<file path="src/rtl/brrq_pkg.sv">
package brrq_pkg;

  // store and record geometry
  localparam int RING_BYTES   = 1024;
  localparam int RECORD_BYTES = 8;
  localparam int BYTE_W       = 8;
  localparam int REC_W        = BYTE_W * RECORD_BYTES;
  localparam int DATA_W       = 64;
  localparam int CFG_W        = 11;
  localparam int PTR_W        = $clog2(RING_BYTES);
  localparam int SIZE_W       = PTR_W + 1;
  localparam int CNT_W        = (RECORD_BYTES > 1) ? $clog2(RECORD_BYTES) : 1;

  // operation codes on in_op
  typedef enum logic {
    OP_PUSH = 1'b0,
    OP_POP  = 1'b1
  } op_t;

  // result status codes
  typedef enum logic [1:0] {
    ST_OK       = 2'd0,
    ST_NO_SPACE = 2'd1,
    ST_EMPTY    = 2'd2
  } status_t;

  // sequencer states
  typedef enum logic [2:0] {
    S_IDLE,
    S_PUSH,
    S_POP,
    S_POP_TAIL,
    S_DONE
  } state_t;

  // byte shifter control
  typedef struct packed {
    logic load;
    logic shift;
  } shift_ctrl_t;

endpackage

</file>
<file path="src/rtl/brrq_shifter.sv">
module brrq_shifter (
  input  logic                               clk,
  input  brrq_pkg::shift_ctrl_t              ctrl,
  input  logic [brrq_pkg::REC_W-1:0]         load_data,
  input  logic [brrq_pkg::BYTE_W-1:0]        byte_in,
  output logic [brrq_pkg::BYTE_W-1:0]        byte_out,
  output logic [brrq_pkg::REC_W-1:0]         q
);

  logic [brrq_pkg::REC_W-1:0] q_r;
  logic [brrq_pkg::REC_W-1:0] q_nxt;

  // byte-wide shift right; new byte enters at the top, byte 0 leaves at the bottom
  always_comb begin
    q_nxt = q_r;
    if (ctrl.load) begin
      q_nxt = load_data;
    end else if (ctrl.shift) begin
      q_nxt = (q_r >> brrq_pkg::BYTE_W)
            | (brrq_pkg::REC_W'(byte_in) << (brrq_pkg::REC_W - brrq_pkg::BYTE_W));
    end
  end

  always_ff @(posedge clk) begin
    q_r <= q_nxt;
  end

  assign byte_out = q_r[brrq_pkg::BYTE_W-1:0];
  assign q        = q_r;

endmodule

</file>
<file path="config.mk">
export PLATFORM = sky130hd
export DESIGN_NAME = brrq_shifter
export DESIGN_NICKNAME = d
export VERILOG_FILES = /design/src/rtl/brrq_pkg.sv /design/src/rtl/brrq_shifter.sv
export SDC_FILE = /design/constraint.sdc
export NUM_CORES = 1
export LEC_CHECK = 0
export ABC_AREA = 1
export BUFFER_PORTS_ARGS = -buffer_cell sky130_fd_sc_hd__buf_2
export CORE_ASPECT_RATIO = 1.25
export CORE_MARGIN = 10
export CORE_UTILIZATION = 45
export CTS_CLUSTER_DIAMETER = 200
export DETAILED_ROUTE_END_ITERATION = 10
export GPL_ROUTABILITY_DRIVEN = 1
export PLACE_DENSITY = 0.79
export SYNTH_ARGS = -nofsm -noshare
export SYNTH_HDL_FRONTEND = slang
export SYNTH_SLANG_ARGS = --single-unit
</file>
<file path="constraint.sdc">
create_clock -name clk -period 2.45 [get_ports clk]
set_input_delay 0.3675 -clock clk [delete_from_list [all_inputs] [get_ports clk]]
set_output_delay 0.3675 -clock clk [all_outputs]
set_load 0.02 [all_outputs]
</file>
==> impl_summary.txt, run 1 <==
----------------------------------------------------
[Final layout]
  Final nets ... roughly 500
  Max FFs per register ... 64
  Core occupancy in the finished layout ... just over 60%
  Number of fill cells in the layout ... between 500 and 600
  Fraction of layout cells with a size suffix above 1 ... between 30% and 40%
  Finished Layout Cells ... 508
  Antenna Diode Count ... 0
  Area growth syn-to-layout ... 32.0%

[Timing]
  Pins Over Slew Limit ... 0
  RSZ-0062 raised after global routing ... no
  Minimum clock period after layout ... roughly 1.4 ns
  Final setup vio count ... 0
  Achievable frequency ... approximately 0.72 GHz
  Tightest Pin Transition ... between 0.7 and 0.8 ns
  Slew margin rel. ... 50.5%
  Post-route clock skew ... just over 0.008 ns
  Final hold violation count ... 0
  Part of the cycle the worst path needs ... ~57%
  Post-route worst setup slack ... 1.06 ns
  Setup TNS after final layout ... 0 ns

[Clocking]
  Number of hold buffers added after CTS ... 0
  Maximum level of the CTS H-tree ... 3
  Library cell used as clock root buffer ... sky130_fd_sc_hd__clkbuf_8
  Number of cells upsized or downsized after cts ... 0
  Total setup buffers inserted after CTS ... 0
  Max clock buf depth ... 2
  CTS tree ... done
  Clock transition at the registers of the reported paths ... 0.07 ns
  Worst-Skew Late Latency ... around 0.32 ns
  Total number of clock tree sinks ... 64
  TritonCTS buffer count ... 9

[GRT]
  Vias in the first global route ... ~2300
  Initial antenna violation count ... 0
  Met3 routing resource usage after global routing ... 9.15%
  Overall Global Routing Usage ... between 10% and 20%
  Met2 Usage GRT ... ~23%
  Layer with the highest usage after global routing ... met2
  Total grt overflow ... 0
  Pin count of the biggest net entering global routing ... 65
  Global-route wire length before repair ... between 10000 and 15000 µm
  Met1 track demand over resource ... about 17%

[Critical path]
  Worst flop-to-flop path endpoint ... q[17]$_DFFE_PP_
  WP data arrival ... about 1.4 ns
  End point of the critical path ... q[20]$_DFFE_PP_
  Critical path start-end classification ... in2reg
  R2R Path Start ... q[25]$_DFFE_PP_
  Critical Path Start Type ... primary input
  Element type at the critical path end ... flip-flop
  Reg-to-reg slack, setup ... 1.63 ns
  Required time of the critical path ... between 2 and 2.5 ns
  Timing startpoint of the critical path ... ctrl[1]
  Cell count of the worst reg-to-reg path ... 2
  Maximum fanout along the worst path ... 35

[Placed design]
  Global placer's final weighted congestion ... 0.836
  Post-Place Worst Slack ... ~0.70 ns
  IO buf count ... around 150
  Placed cell count ... just under 500
  Estimated wirelength of the detail-placed design ... roughly 5600 µm

[Floorplanning]
  Die Ht ... roughly 110 µm
  Starting density of the core ... 46.0%
  Core Footprint ... approximately 6100 µm²
  Io pins ... ~150
  Chip Width ... just over 90 µm
  Area enclosed by the die boundary ... about 10000 µm²
  Std cell rows ... 32

[Route]
  Total number of vias ... ~2300
  Iter 0 DRT Violations ... 110
  Number of nets with antenna violations after routing ... 0
  Routed len/inst ... roughly 15 µm
  Initial DRT Pass Iterations ... 4
  Final wirelength ... ~7600 µm
  Number of design rule violations left after detail routing ... 0
  Avg Vias per Cell ... about 4.6

[Synthesis]
  Most frequent cell after synthesis ... sky130_fd_sc_hd__nand2_1
  Proportion of synthesized chip area in sequential cells ... 68.3%
  Library cell occupying the most area in the post-synthesis netlist ... sky130_fd_sc_hd__edfxtp_1
  Net count after synthesis ... 354
  Top cells by area in the synthesized netlist ... sky130_fd_sc_hd__edfxtp_1 68%, sky130_fd_sc_hd__nand2_1 26%, sky130_fd_sc_hd__buf_6 2.4%
  Post-synthesis sequential element count ... 64
  Proportion of netlist area held by the largest area contributor ... between 60% and 70%
  Post-synth EDFFs ... 64
  Yosys synthesis warning count ... 0
  Unique masters post-synth ... 7
  Main flop type after synthesis ... sky130_fd_sc_hd__edfxtp_1
  Mean Syn Cell Area ... between 10 and 15 µm²
  Syn Inst Count ... about 280
  Synthesized cell area ... about 2800 µm²
  Proportion of register bits with asynchronous set or reset after synthesis ... 0%
  Top cell types by occurrence after synthesis ... 192 x sky130_fd_sc_hd__nand2_1, 64 x sky130_fd_sc_hd__edfxtp_1, 8 x sky130_fd_sc_hd__buf_4

[Power and ir drop]
  Worst voltage drop across the vdd grid ... between 500 and 600 µV
  Total power divided by cell area ... 741 nW/µm²
  Leakage power figure ... 1.94 nW

[Hold path]
  Hold path cells ... 3
  Min-Delay Path Class ... in2reg

[Outcome]
  Run status ... completed

[Flow run]
  Max Cap Violations ... 0

----------------------------------------------------
-- where the power goes --
| part | internal, W | switching [W] | leakage, nW | total, W |
|---|---|---|---|---|
| logic | 0.000174 | 0.000337 | 1.18 | 0.000511 |
| registers | 0.00135 | 0.0000560 | 0.667 | 0.00140 |
| clock network | 0.000466 | 0.000376 | 0.0941 | 0.000842 |
| total | 0.00199 | 0.000769 | 1.94 | 0.00276 |
-- layer usage --
layer	share of wire, %	up-vias
met5	0	-
li1	-	1162
met4	0.40	0
met3	14	2
met1	41	1033
met2	44	122
-- critical path: stages --
cell and delay (ns):
sky130_fd_sc_hd__buf_2 0.12, sky130_fd_sc_hd__or2_2 0.60, sky130_fd_sc_hd__buf_12 0.30
-- area by class of cell --
type                    instances  area, µm²  share of cell area [%]
inverters                       1       3.75                   0.101
clock buffers                  12        135                    3.64
well taps                      85        106                    2.86
multi-input cells             193        727                    19.6
repair buffers                149        778                    20.9
flip-flops and latches         64       1920                    51.7
clock inverters                 4       45.0                    1.21
-- through the flow --
step | area (µm²) | hold WS [ns] | total power (W)
finish | 3720 | 0.307 | 0.00276
global route | 3720 | 0.297 | 0.00289
CTS | 3720 | 0.288 | 0.00279
detailed placement | 3540 | 0.526 | 0.00195
global placement | 3540 | 0.513 | 0.00193
floorplan | 2820 | 0.546 | 0.00174
-- cells in the final DEF, fill, tap and decap left out --
cell type | synthesis | final
sky130_fd_sc_hd__buf_12 | 0 | 2
sky130_fd_sc_hd__buf_2 | 7 | 146
sky130_fd_sc_hd__buf_4 | 8 | 1
sky130_fd_sc_hd__bufinv_16 | 0 | 1
sky130_fd_sc_hd__clkbuf_1 | 0 | 3
sky130_fd_sc_hd__clkbuf_8 | 0 | 9
sky130_fd_sc_hd__clkinv_2 | 0 | 3
sky130_fd_sc_hd__edfxtp_1 | 64 | 64
sky130_fd_sc_hd__inv_2 | 1 | 1
sky130_fd_sc_hd__nand2_1 | 192 | 192
sky130_fd_sc_hd__or2_2 | 1 | 1
-- worst min-delay path by stage --
stage / startpoint / to
after floorplan: byte_in[0] / q[56]$_DFFE_PP_
after global placement: q[38]$_DFFE_PP_ / q[30]$_DFFE_PP_
after detailed placement: q[48]$_DFFE_PP_ / q[40]$_DFFE_PP_
after CTS: byte_in[0] / q[56]$_DFFE_PP_
after global routing: load_data[22] / q[22]$_DFFE_PP_
final: byte_in[0] / q[56]$_DFFE_PP_
-- cells by family (layout without fill, tap and decap cells) --
| group | after synthesis | in the layout | share of synthesized area [%] |
|---|---|---|---|
| DFF | 64 | 64 | 68.3 |
| buffers and inverters | 22 | 166 | 5.91 |
| and+or+nand+nor | 193 | 193 | 25.8 |
No activity file was read; power rests on OpenSTA's default activity.
==> run 2: changes to the inputs <==
- ABC_AREA: 1 -> 0
- CORE_UTILIZATION: 45 -> 41
- PLACE_DENSITY: 0.79 -> 0.75
- clock period: 2.45 -> 1.2 ns (I/O delays scaled with it)
==> run 2 against run 1 <==
Effect of this change: utilization decreased by 3.7 points; largest cell class unchanged; area after synthesis increased by 5.3%; count of clock-buffer cells in the layout decreased by 3; synthesized cell count decreased by 48%; clock skew increased by 0.0026 ns; power increased by 110%; cell area increased by 7.7%; cell count decreased by 23%; critical path type is now reg2out; register-to-register slack got worse by 1.4 ns.
==> impl_summary.txt, run 2 <==
----------------------------------------------------
[Clocking]
  Library cell used as clock root buffer ... sky130_fd_sc_hd__clkbuf_8
  Max clock buf depth ... 2 (unchanged)
  Worst-Skew Late Latency ... 0.33 ns (about the same)
  Total setup buffers inserted after CTS ... 0 (unchanged)
  Total number of clock tree sinks ... 64 (unchanged)
  Number of cells upsized or downsized after cts ... 0 (unchanged)
  CTS tree ... done
  Number of hold buffers added after CTS ... 0 (unchanged)
  Clock transition at the registers of the reported paths ... 0.07 ns (about the same)
  TritonCTS buffer count ... 9 (unchanged)
  Maximum level of the CTS H-tree ... 3 (unchanged)

[Final layout]
  Max FFs per register ... 64 (unchanged)
  Antenna Diode Count ... 0 (unchanged)
  Commonest cells after routing, fill and taps aside ... 145 x sky130_fd_sc_hd__buf_2, 64 x sky130_fd_sc_hd__edfxtp_1, 49 x sky130_fd_sc_hd__mux2_4
  Area growth syn-to-layout ... 35.0%
  Finished Layout Cells ... 389 (-23%)
  Final nets ... 369 (-25%)
  Post-route cell area ... 4000 µm² (+7.7%)
  Leading cell type in the layout, fill and taps excluded ... sky130_fd_sc_hd__buf_2
  Fraction of layout cells with a size suffix above 1 ... 77.9% (+39 points)

[Synthesis]
  Yosys synthesis warning count ... 0 (unchanged)
  Unique masters post-synth ... 7 (unchanged)
  Top cell types by occurrence after synthesis ... 64 x sky130_fd_sc_hd__edfxtp_1, 49 x sky130_fd_sc_hd__mux2_4, 15 x sky130_fd_sc_hd__mux2_2
  Mean Syn Cell Area ... 20.6 µm² (+100%)
  Proportion of netlist area held by the largest area contributor ... 64.8% (-3.5 points)
  Synthesized cell area ... 2970 µm² (+5.3%)
  Library cell occupying the most area in the post-synthesis netlist ... sky130_fd_sc_hd__edfxtp_1
  Most frequent cell after synthesis ... sky130_fd_sc_hd__edfxtp_1
  Main flop type after synthesis ... sky130_fd_sc_hd__edfxtp_1
  Proportion of register bits with asynchronous set or reset after synthesis ... 0% (unchanged)
  Post-synth EDFFs ... 64 (unchanged)
  Net count after synthesis ... 219 (-38%)
  Syn Inst Count ... 144 (-48%)
  Post-synthesis sequential element count ... 64 (unchanged)
  Proportion of synthesized chip area in sequential cells ... 64.8% (-3.5 points)
  Top cells by area in the synthesized netlist ... sky130_fd_sc_hd__edfxtp_1 65%, sky130_fd_sc_hd__mux2_4 25%, sky130_fd_sc_hd__mux2_2 5.7%

[Critical path]
  Maximum fanout along the worst path ... 2 (-94%)
  Required time of the critical path ... 1.02 ns (-1.44 ns)
  Buf+Inv Stages, Crit Path ... 1 (-1)
  Slowest cell on the critical path ... sky130_fd_sc_hd__edfxtp_1
  Critical path start-end classification ... reg2out
  Critical Path Start Type ... flip-flop
  Slowest cell delay on critical path ... 0.42 ns (-0.18 ns)
  Element type at the critical path end ... primary output
  WP data arrival ... 0.92 ns (-0.48 ns)
  Category of cells accounting for the largest share of critical-path delay ... flip-flops
  Crit path cell chain ... buf_2

[Placed design]
  Placed cell count ... 373 (-24%)
  Cell area after placement ... 3820 µm² (+7.9%)
  IO buf count ... 146 (unchanged)
  Estimated wirelength of the detail-placed design ... 5510 µm (-1.5%)
  Global placer's final weighted congestion ... 0.757 (-9.4%)

[Timing]
  RSZ-0062 raised after global routing ... no
  Minimum clock period after layout ... between 1 and 1.5 ns
  Fin Hold WS ... 0.143 ns (-0.164 ns)
  Achievable frequency ... 0.905 GHz
  Part of the cycle the worst path needs ... between 90% and 100%
  Final setup vio count ... 0 (unchanged)
  Tightest Pin Transition ... 0.200 ns (-0.542 ns)
  Slew margin rel. ... 86.7% (+36 points)
  Final hold violation count ... 0 (unchanged)
  Post-route clock skew ... 0.0108 ns (+0.00260 ns)
  Setup TNS after final layout ... 0 ns (unchanged)
  Pins Over Slew Limit ... 0 (unchanged)

[Route]
  Number of nets with antenna violations after routing ... 0 (unchanged)
  Initial DRT Pass Iterations ... 4 (unchanged)
  Final wirelength ... 7010 µm (-7.3%)
  Iter 0 DRT Violations ... 62 (-44%)
  Avg Vias per Cell ... 4.71 (+3.2%)
  Routed len/inst ... 18.0 µm (+21%)
  Total number of vias ... 1832 (-21%)
  Number of design rule violations left after detail routing ... 0 (unchanged)

[Floorplanning]
  Die Ht ... 115 µm (+6.1%)
  Area enclosed by the die boundary ... 11100 µm² (+12%)
  Starting density of the core ... 42.2% (-3.7 points)
  Chip Width ... 96.1 µm (+5.9%)
  Io pins ... 147 (unchanged)
  Core Footprint ... 7020 µm² (+15%)
  Std cell rows ... 34 (+6.3%)

[GRT]
  Global-route wire length before repair ... 10500 µm (-10%)
  Initial antenna violation count ... 0 (unchanged)
  Vias in the first global route ... 2070 (-11%)
  Total grt overflow ... 0 (unchanged)
  Pin count of the biggest net entering global routing ... 22 (-66%)
  Overall Global Routing Usage ... 12.3% (-2.6 points)

[Power and ir drop]
  Total power divided by cell area ... 1460 nW/µm² (+98%)
  PnR Total Power ... 0.00586 W (+110%)
  Leakage power figure ... 1.85 nW (-4.6%)
  Worst voltage drop across the vdd grid ... 752 µV (+48%)

[Flow run]
  Max Cap Violations ... 0 (unchanged)

[Outcome]
  Run status ... completed

[Hold path]
  Min-Delay Path Class ... in2reg

----------------------------------------------------
run 2: cell types whose count changed after synthesis, moves of 6 or more:
cell	change
sky130_fd_sc_hd__mux2_4	+49
sky130_fd_sc_hd__nand2_1	-192
sky130_fd_sc_hd__mux2_2	+15
sky130_fd_sc_hd__buf_2	-6
run 2: layer usage:
| metal | vias up | share of wire, % | GRT usage [%] |
|---|---|---|---|
| li1 | 853 | - | - |
| met4 | 0 | 0.88 | 4.73 |
| met2 | 127 | 43 | 18.6 |
| met1 | 845 | 38 | 13.8 |
| met3 | 7 | 18 | 7.57 |
| met5 | - | 0 | 0 |
run 2: report_power, final:
group | internal, W | switching [W]
registers | 0.00276 | 0.000115
logic | 0.000589 | 0.000648
clock network | 0.000937 | 0.000812
run 2: worst paths after layout:
kind | depth (start not counted) | slack, ns | from | end
worst max register to register | 1 | 0.25 | q[55]$_DFFE_PP_ | q[47]$_DFFE_PP_
worst min-delay path | 2 | 0.14 | byte_in[5] | q[61]$_DFFE_PP_
worst min register to register | 1 | 0.58 | q[43]$_DFFE_PP_ | q[35]$_DFFE_PP_
worst max-delay path | 1 | 0.1 | q[55]$_DFFE_PP_ | q[55]
run 2: cell type report:
type	count	area [µm²]
clock buffers	9	124
clock inverters	7	62.6
fillers	574	3020
multi-input cells	65	913
flip-flops and latches	64	1920
well taps	90	113
repair buffers	154	868
run 2: cell families (layout without fill, tap and decap cells):
| family | after synthesis | after routing | share of synthesized area [%] |
|---|---|---|---|
| buffers and inverters | 15 | 170 | 4.47 |
| flip-flops | 64 | 64 | 64.8 |
| multiplexers | 64 | 64 | 30.5 |
| AND/OR/NAND/NOR | 1 | 1 | 0.211 |
run 2: through the flow:
step	util, %	setup WS (ns)
floorplan	-	-0.146
global placement	54.4	0.00996
detailed placement	54.4	-0.00151
CTS	57.0	0.0671
global route	57.0	0.0427
finish	57.0	0.0955
